<file path="src/sv/pkld_pkg.sv">
// Package for the per-key lockout debouncer.
// Holds item types, controller/datapath command and status structs, and constants.
// No dependencies.
package pkld_pkg;

	localparam int KEY_W          = 6;
	localparam int TIME_W         = 64;
	localparam int LOCKOUT_W      = 20;
	localparam int KEY_COUNT_DEF  = 64;
	localparam logic [LOCKOUT_W-1:0] LOCKOUT_RESET = LOCKOUT_W'(10 * 1000);

	typedef enum logic [1:0] {
		ST_UNCHANGED  = 2'd0,
		ST_ACCEPTED   = 2'd1,
		ST_SUPPRESSED = 2'd2
	} status_t;

	typedef struct packed {
		logic [TIME_W-1:0] now_time;
		logic [KEY_W-1:0]  key_index;
		logic              raw_pressed;
	} in_item_t;

	typedef struct packed {
		logic [KEY_W-1:0]  key_out;
		status_t           status;
		logic              level;
		logic [TIME_W-1:0] since_last;
	} out_item_t;

	typedef struct packed {
		logic clr_en;
		logic load_en;
		logic eval_en;
	} ctl_cmd_t;

	typedef struct packed {
		logic clr_last;
	} dp_stat_t;

endpackage

</file>
<file path="src/sv/pkld_ctrl.sv">
// Controller for the per-key lockout debouncer.
// Sequences the post-reset clearing pass, item load and evaluation.
// Depends on pkld_pkg.
module pkld_ctrl (
	input  logic              clk,
	input  logic              arst_n,
	input  logic              start,
	input  pkld_pkg::dp_stat_t stat,
	output pkld_pkg::ctl_cmd_t cmd,
	output logic              busy
);
	import pkld_pkg::*;

	typedef enum logic [1:0] {
		S_CLEAR,
		S_IDLE,
		S_EVAL
	} state_t;

	state_t state_q;
	logic   busy_q;

	always_ff @(posedge clk or negedge arst_n) begin
		if (!arst_n) begin
			state_q <= S_CLEAR;
			busy_q  <= 1'b1;
		end else begin
			case (state_q)
				S_CLEAR: begin
					if (stat.clr_last) begin
						state_q <= S_IDLE;
						busy_q  <= 1'b0;
					end
				end
				S_IDLE: begin
					if (start) begin
						state_q <= S_EVAL;
						busy_q  <= 1'b1;
					end
				end
				S_EVAL: begin
					state_q <= S_IDLE;
					busy_q  <= 1'b0;
				end
				default: begin
					state_q <= S_CLEAR;
					busy_q  <= 1'b1;
				end
			endcase
		end
	end

	assign busy        = busy_q;
	assign cmd.clr_en  = (state_q == S_CLEAR);
	assign cmd.load_en = start && !busy_q;
	assign cmd.eval_en = (state_q == S_EVAL);

endmodule

</file>
<file path="src/sv/pkld_dp.sv">
// Datapath for the per-key lockout debouncer.
// Holds the per-key state memory, lockout register, elapsed-time compare and result register.
// Depends on pkld_pkg.
module pkld_dp #(
	parameter int KEY_COUNT = pkld_pkg::KEY_COUNT_DEF
) (
	input  logic                                clk,
	input  logic                                arst_n,
	input  pkld_pkg::ctl_cmd_t                  cmd,
	output pkld_pkg::dp_stat_t                  stat,
	input  pkld_pkg::in_item_t                  sample,
	input  logic                                cfg_we,
	input  logic [pkld_pkg::LOCKOUT_W-1:0]      cfg_data,
	output pkld_pkg::out_item_t                 result,
	output logic                                done
);
	import pkld_pkg::*;

	localparam int AW = (KEY_COUNT > 1) ? $clog2(KEY_COUNT) : 1;

	logic [TIME_W-1:0]    mem [KEY_COUNT];
	logic [TIME_W-1:0]    rd_q;
	logic [TIME_W-1:0]    now_q;
	logic [KEY_W-1:0]     key_q;
	logic [AW-1:0]        addr_q;
	logic                 lvl_q;
	logic                 inrange_q;
	logic [LOCKOUT_W-1:0] lockout_q;
	logic [AW-1:0]        clr_cnt_q;
	out_item_t            result_q;
	logic                 done_q;

	logic [AW-1:0]     in_addr;
	logic              in_range;
	logic [TIME_W-1:0] last_time;
	logic [TIME_W-1:0] since;
	logic              differ;
	logic              pass;
	logic              wr_en;
	logic [AW-1:0]     wr_addr;
	logic [TIME_W-1:0] wr_data;

	assign in_addr  = AW'(sample.key_index);
	assign in_range = int'(sample.key_index) < KEY_COUNT;

	assign last_time = {rd_q[TIME_W-2:0], 1'b0};
	assign since     = now_q - last_time;
	assign differ    = inrange_q && (lvl_q != rd_q[TIME_W-1]);
	assign pass      = since >= TIME_W'(lockout_q);

	assign wr_en   = cmd.clr_en || (cmd.eval_en && differ && pass);
	assign wr_addr = cmd.clr_en ? clr_cnt_q : addr_q;
	assign wr_data = cmd.clr_en ? '0 : {lvl_q, now_q[TIME_W-1:1]};

	// Memory: bit 63 accepted level, bits 62:0 change time without its lowest bit.
	always_ff @(posedge clk) begin
		if (wr_en) begin
			mem[wr_addr] <= wr_data;
		end
		if (cmd.load_en) begin
			rd_q <= mem[in_addr];
		end
	end

	always_ff @(posedge clk) begin
		if (cmd.load_en) begin
			now_q     <= sample.now_time;
			key_q     <= sample.key_index;
			addr_q    <= in_addr;
			lvl_q     <= sample.raw_pressed;
			inrange_q <= in_range;
		end
		if (cmd.eval_en) begin
			result_q.key_out    <= key_q;
			result_q.level      <= lvl_q;
			result_q.status     <= !differ ? ST_UNCHANGED :
			                       (pass ? ST_ACCEPTED : ST_SUPPRESSED);
			result_q.since_last <= differ ? since : '0;
		end
	end

	always_ff @(posedge clk or negedge arst_n) begin
		if (!arst_n) begin
			lockout_q <= LOCKOUT_RESET;
			clr_cnt_q <= '0;
			done_q    <= 1'b0;
		end else begin
			if (cfg_we) begin
				lockout_q <= cfg_data;
			end
			if (cmd.clr_en) begin
				clr_cnt_q <= clr_cnt_q + AW'(1);
			end
			done_q <= cmd.eval_en;
		end
	end

	assign stat.clr_last = (clr_cnt_q == AW'(KEY_COUNT - 1));
	assign result        = result_q;
	assign done          = done_q;

endmodule

</file>
<file path="src/sv/per_key_lockout_debouncer.sv">
// Top level of the per-key lockout debouncer.
// Joins pkld_ctrl and pkld_dp; depends on pkld_pkg.
//
//  channel  | handshake              | payload
//  ---------+------------------------+----------------------------------
//  sample   | start, busy            | now_time, key_index, raw_pressed
//  result   | done (one-cycle pulse) | key_out, status, level, since_last
//  config   | cfg_valid, cfg_ready   | cfg_data (lockout_usec)
//
// Each item is a memory read of the key's entry, then compare and write-back.
// done pulses when the result register is loaded and busy has dropped; a new item may be taken in that same cycle.
// After reset a clearing pass over all KEY_COUNT entries holds busy high; config is taken at all times.
// The receiver cannot stall: each result is flagged by done for one cycle only.
module per_key_lockout_debouncer #(
	parameter int KEY_COUNT = pkld_pkg::KEY_COUNT_DEF
) (
	input  logic                           clk,
	input  logic                           arst_n,
	input  logic                           start,
	output logic                           busy,
	input  pkld_pkg::in_item_t             sample,
	output logic                           done,
	output pkld_pkg::out_item_t            result,
	input  logic                           cfg_valid,
	output logic                           cfg_ready,
	input  logic [pkld_pkg::LOCKOUT_W-1:0] cfg_data
);
	import pkld_pkg::*;

	ctl_cmd_t ctl_cmd;
	dp_stat_t dp_stat;

	assign cfg_ready = 1'b1;

	pkld_ctrl u_ctrl (
		.clk    (clk),
		.arst_n (arst_n),
		.start  (start),
		.stat   (dp_stat),
		.cmd    (ctl_cmd),
		.busy   (busy)
	);

	pkld_dp #(
		.KEY_COUNT (KEY_COUNT)
	) u_dp (
		.clk      (clk),
		.arst_n   (arst_n),
		.cmd      (ctl_cmd),
		.stat     (dp_stat),
		.sample   (sample),
		.cfg_we   (cfg_valid && cfg_ready),
		.cfg_data (cfg_data),
		.result   (result),
		.done     (done)
	);

	a_done_after_accept: assert property (@(posedge clk) disable iff (!arst_n)
		(start && !busy) |-> ##2 done)
		else $error("result missing two cycles after accept");

	a_done_has_item: assert property (@(posedge clk) disable iff (!arst_n)
		done |-> $past(start && !busy, 2))
		else $error("result without a matching item");

	a_done_not_busy: assert property (@(posedge clk) disable iff (!arst_n)
		done |-> !busy)
		else $error("result while busy");

	a_no_result_in_clear: assert property (@(posedge clk) disable iff (!arst_n)
		ctl_cmd.clr_en |-> !done && !ctl_cmd.eval_en)
		else $error("result during clearing pass");

endmodule
</file>
<file path="config.mk">
export PLATFORM = sky130hd
export DESIGN_NAME = per_key_lockout_debouncer
export DESIGN_NICKNAME = d
export VERILOG_FILES = /design/src/sv/pkld_pkg.sv /design/src/sv/pkld_ctrl.sv /design/src/sv/pkld_dp.sv /design/src/sv/per_key_lockout_debouncer.sv
export SDC_FILE = /design/constraint.sdc
export NUM_CORES = 2
export LEC_CHECK = 0
export BUFFER_PORTS_ARGS = -buffer_cell sky130_fd_sc_hd__buf_2
export CORE_MARGIN = 2
export CORE_UTILIZATION = 35
export CTS_CLUSTER_DIAMETER = 60
export DETAILED_ROUTE_END_ITERATION = 6
export HOLD_SLACK_MARGIN = 0.03
export PLACE_DENSITY_LB_ADDON = 0.25
export SYNTH_ARGS = -nofsm -noshare
export SYNTH_HDL_FRONTEND = slang
export SYNTH_HIERARCHICAL = 1
export SYNTH_SLANG_ARGS = --single-unit
</file>
<file path="constraint.sdc">
create_clock -name clk -period 31.8 [get_ports clk]
set_input_delay 3.18 -clock clk [delete_from_list [all_inputs] [get_ports clk]]
set_output_delay 3.18 -clock clk [all_outputs]
set_load 0.05 [all_outputs]
</file>
After elaboration in Yosys (flattened, before gate mapping):

Memory sizes are Yosys's and may differ from the RTL's. A register that Yosys moved wholly into a read port is not among the register bits.
Cells that the tools add are included.

* bits of input ports: 95
* logic and storage cells: 40
* output and inout port bits: 76
* memories kept: 1
* register bits after elaboration: 174
* RAM bits: 4096

Memory list
* u_dp.mem: words 64, bits a word 64, read ports 1, clocked after Yosys merged registers in 1, write ports 1, line pkld_dp.sv:21 `logic [TIME_W-1:0] mem [KEY_COUNT];`

* add/sub/neg operators: 2
* order comparisons: 1
* eq/ne operators: 6
* reduce and logical (&&, ||, !) cells: 7
* mux-type cells: 11

Operator list (count)
* >= comparator 64 x 20 -> 1 bit: 1
* two-way mux 64 bit: 1
* subtractor 64 bit: 1
* adder 6 x 1 -> 6 bit, second input constant: 1
* == test 6 bit, second input constant: 1
* two-way mux 2 bit: 3
* two-way mux 6 bit: 1
* one-hot mux 2 bit (3 select lines): 1
* two-way mux 1 bit: 4
* inequality test 2 bit, second input constant: 2
* logical AND 1 bit: 3
* one-hot mux 1 bit (3 select lines): 1
* == test 2 x 1 -> 1 bit, second input constant: 1
* == test 2 bit, second input constant: 1
* logical NOT 2 bit: 1
* AND reduction 2 bit: 1
* logical NOT 1 bit: 1
* logical OR 1 bit: 1
* inequality test 1 bit: 1

Depth between registers and ports, before layout:

* depth in word-level cells: 6
* depth in mapped cells: 21
* depth with buffers taken out: 20

Hierarchy:

Netlist, hierarchy kept.

By module, submodules not included
* pkld_dp: area an instance 168575.4 µm², instances 1, cells each 7151, sequential area each 129925.9 µm²
* pkld_ctrl: area an instance 135.1 µm², instances 1, cells each 12, sequential area each 76.3 µm²
* per_key_lockout_debouncer: area an instance 11.3 µm², instances 1, cells each 2, sequential area each 0.0 µm²

Worst setup path before layout:

No wires, ideal clock.

* kind: reg-to-reg
* start: register u_ctrl.state_q[1]
* end: memory u_dp.mem[16][0], enable pin
* period minus slack after synthesis: 10.119 ns
* required time: 31.236 ns
* setup slack: 21.681 ns
* setup time: 0.564 ns
* arrival: 9.555 ns
* path buffers: 0
* stages on the path, launching flop included: 6
* cells stage by stage: dfrtp_1 -> nor2b_1 -> inv_1 -> o41ai_1 -> nand2_1 -> nor3_1

RTL lines
* start: declaration: line pkld_ctrl.sv:20 `state_t state_q;`
* start signal: assignment: line pkld_ctrl.sv:25 `state_q <= S_CLEAR;`
* start signal: assignment: line pkld_ctrl.sv:31 `state_q <= S_IDLE;`
* start signal: assignment: line pkld_ctrl.sv:37 `state_q <= S_EVAL;`
* end: declaration: line pkld_dp.sv:21

Worst setup path in the final report:

* start: register u_dp.now_q[1]
* end: memory u_dp.mem[21][42], enable pin

* word-level cells in the longest chain between the ends: 6

RTL lines
* start: declaration: line pkld_dp.sv:23 `logic [TIME_W-1:0] now_q;`
* start signal: assignment: line pkld_dp.sv:67 `now_q <= sample.now_time;`
* subtractor 64 bit: line pkld_dp.sv:47 `assign since = now_q - last_time;`
* named net u_dp.since[11]: line pkld_dp.sv:36 `logic [TIME_W-1:0] since;`
* >= comparator 64 x 20 -> 1 bit: line pkld_dp.sv:49 `assign pass = since >= TIME_W'(lockout_q);`
* logical AND 1 bit: line pkld_dp.sv:51 `assign wr_en = cmd.clr_en || (cmd.eval_en && differ && pass);`
* logical OR 1 bit: line pkld_dp.sv:51
* two-way mux 1 bit: line pkld_dp.sv:57 `if (wr_en) begin`
* two-way mux 1 bit (not written as such): line pkld_dp.sv:58 `mem[wr_addr] <= wr_data;`

The timed path passes the listed nets, and every way through them passes these cells.

==> reports/qor.yml <==
worst_setup_path:
  cp.arrival_ps: 9120
  crit_fanout: 35
  startpoint_type: "flip-flop"
  crit-reg2reg-launch: "u_dp/now_q[1]"
  timing.rr.end: "u_dp/mem[21][42]"
  reg2reg_depth: 22
  cp-end-kind: "flip-flop"
  criticalPathCategory: "flip-flop to flip-flop"
  startpoint: "u_dp/now_q[1]"
  critical_path_required_ps: 32390
  endpoint: "u_dp/mem[21][42]"
  worst-r2r-setup-slack_ps: 23260
global_routing:
  grt_max_degree: 131
  grt_pass1_vias: 83180
  grt_pass1_wl_mm: 719.3
  antenna_found_initial: 28
  overflow: 0
  grt_usage: 0.2133
logic_synthesis:
  synthSimpleGateAreaFrac: 0.01646
  syn_area_sq_um: 168700
  yosysTopAreaCell: "edfxtp_1"
  synth-compound-area-share: 0.01316
  synth-seq-cells: 4334
  yosysMostFrequentCell: "edfxtp_1"
  yosys_warnings: 6
  synthAdderAreaFrac: 0.006274
  synth.top_cells.by_area: "edfxtp_1, mux4_2, ha_1"
  synth-main-ff-cell: "edfxtp_1"
  synth_top_cell_area_share: 0.7660
  synth_nets: 7344
  synth_area_per_cell_sq_um: 23.55
  synth_xor_area_frac: 0.002855
  synthTopCellsByCount: "edfxtp_1, mux4_2, clkbuf_1"
  synth_top_family_by_area: "multiplexers"
  synthCells: 7165
  muxShareOfSynthArea: 0.1798
  synth-edff-count: 4304
  synth-seq-area-share: 0.7705
  synthArstFlopShare: 0.006922
  synth_cell_types: 88
die:
  num_rows: 254
  initial_core_util: 0.3521
  die_area_sq_um: 487600
  core_sq_um: 479300
  die_h_um: 698.3
  io_pins: 171
  fp.dieW_um: 698.3
detailed_routing:
  drt.antenna.violating_nets: 0
  drc_errors: 0
  wl_mm: 530.3
  wire_per_inst_um: 36.58
  drt-initial-drc-count: 12270
  drt-vias-per-instance: 5.763
  via_count: 83540
  drt_first_pass_iters: 7
sta:
  slew_headroom: 0.05552
  tightest_slew_ps: 1414
  final.min_clock_period_ps: 8536
  hold_violations: 0
  fin_tns_setup_ps: 0
  fin_crit_sh: 0.2684
  setup_viol_count_final: 0
  clock_skew_ps: 104.0
  timing.fmax_mhz: 117.2
  drv_slew: 0
  rsz0062_at_grt: "false"
hold_path:
  hold_path_class: "flip-flop to flip-flop"
  hold_depth: 1
placed_design:
  port_buffers: 169
  routabilityCongestion: 0.9972
  place_area_sq_um: 179200
  hpwl_mm: 304.7
power_and_ir_drop:
  p_leak_nw: 49.81
  vdd_ir_drop_max_uv: 47.85
  cellPowerDensity_nw_per_um2: 60.85
clocking:
  clk_latency_ps: 1040
  post_cts_buffers: 0
  cts_max_level: 5
  clkSlewWorstSetupHoldPaths_ps: 60
  cts_sinks: 4334
  cts_hold_buffers: 0
  cts-root-buf: "clkbuf_16"
  numCtsBuffers: 448
  cts_tree: "built"
  clock_path_buffers: 4
  cts_resized: 0
finish:
  finish.utilization: 0.4048
  drive_above_1_share: 0.3251
  syn_to_final_growth_pct: 14.99
  fin_area_sq_um: 194000
  nets: 7895
outcome:
  status: "completed"
run:
  cap_violations: 0
state kept, by name, summed over array words and instances (netlist names):
name,cells
u_dp/done,1
u_dp/result,73
u_dp/addr_q,6
u_dp/rd_q,64
u_ctrl/busy,1
u_dp/lvl_q,1
u_dp/clr_cnt_q,6
u_dp/now_q,64
u_dp/mem,4096
u_ctrl/state_q,2
u_dp/lockout_q,20
power breakdown:
group	total (mW)	leakage [nW]	internal [mW]	switching (mW)
logic	0.411	12.0	0.133	0.278
registers	6.23	30.8	6.20	0.0233
clock network	5.17	7.02	2.93	2.24
cell type report:
type	instances	area [sq um]
fill	41850	285200
sequential	4334	130000
multi-input combinational	2367	37700
clock buffer	545	11650
tap	6400	8008
timing repair buffer	463	3483
clock inverter	282	2780
inverter	102	382.9
antenna	4	10.01
stage by stage:
stage | hold WS (ps) | worst slack (ps) | std cells | power, mW
after floorplan | 445.0 | 21680 | 7165 | 6.573
after CTS | 524.2 | 23440 | 14470 | 11.88
after global routing | 543.8 | 23100 | 14490 | 12.12
final | 520.7 | 23260 | 14500 | 11.81
after global placement | 506.1 | 22450 | 13650 | 6.753
after detailed placement | 511.0 | 22390 | 13650 | 6.750
worst min-delay path by stage:
stage                           start                end
finish              u_dp/lockout_q[0]  u_dp/lockout_q[0]
global route        u_dp/lockout_q[0]  u_dp/lockout_q[0]
CTS                 u_dp/lockout_q[0]  u_dp/lockout_q[0]
detailed placement  u_dp/lockout_q[0]  u_dp/lockout_q[0]
global placement    u_dp/lockout_q[0]  u_dp/lockout_q[0]
floorplan              u_dp/addr_q[1]    u_dp/result[68]
worst max-delay path: stages (launching register included):
cell and delay [ps]:
edfxtp_1 330, inv_1 80, ha_1 210, fa_1 420, nand2b_1 210, a21oi_2 590, o21ai_1 370, nor2b_1 260
xnor2_1 770, ha_1 400, a21oi_1 140, o21ai_0 100, a21oi_1 830, o31ai_2 190, a221oi_2 330, nand4_1 190
nor4_4 450, nand4_4 220, nor4_4 300, buf_4 530, nor3_2 120, buf_4 400, buf_4 470
routing by layer:
layer | up-vias | wire length (um) | global-route usage
met3 | 747 | 47670 | 0.04315
met1 | 46380 | 212900 | 0.2960
li1 | 31910 | - | -
met4 | 8 | 17980 | 0.06136
met2 | 4501 | 251700 | 0.3422
met5 | - | 64 | 0
cells by family (layout without fill, tap and decap cells):
| family | after synthesis | after routing |
|---|---|---|
| DFF | 4334 | 4334 |
| muxes | 1350 | 1350 |
| and+or+nand+nor | 549 | 549 |
| buffers and inverters | 464 | 1392 |
| AOI/OAI and AO/OA | 328 | 328 |
| adders and majority gates | 84 | 84 |
| xor gates and xnor gates | 55 | 55 |
| other | 1 | 5 |
cells in the final DEF, fill, tap and decap left out, types with 69 or more instances in the layout:
master	netlist	routed
edfxtp_1	4304	4304
mux4_2	1344	1344
clkbuf_16	0	451
buf_4	3	265
buf_2	16	163
nand2_1	140	140
nor2_1	121	118
clkinv_1	0	111
inv_1	102	102
clkbuf_1	258	93
a21oi_1	84	84
ha_1	83	83
clkinv_2	0	78
o21ai_0	69	69
Note: power is estimated with default switching activity, not from simulation.
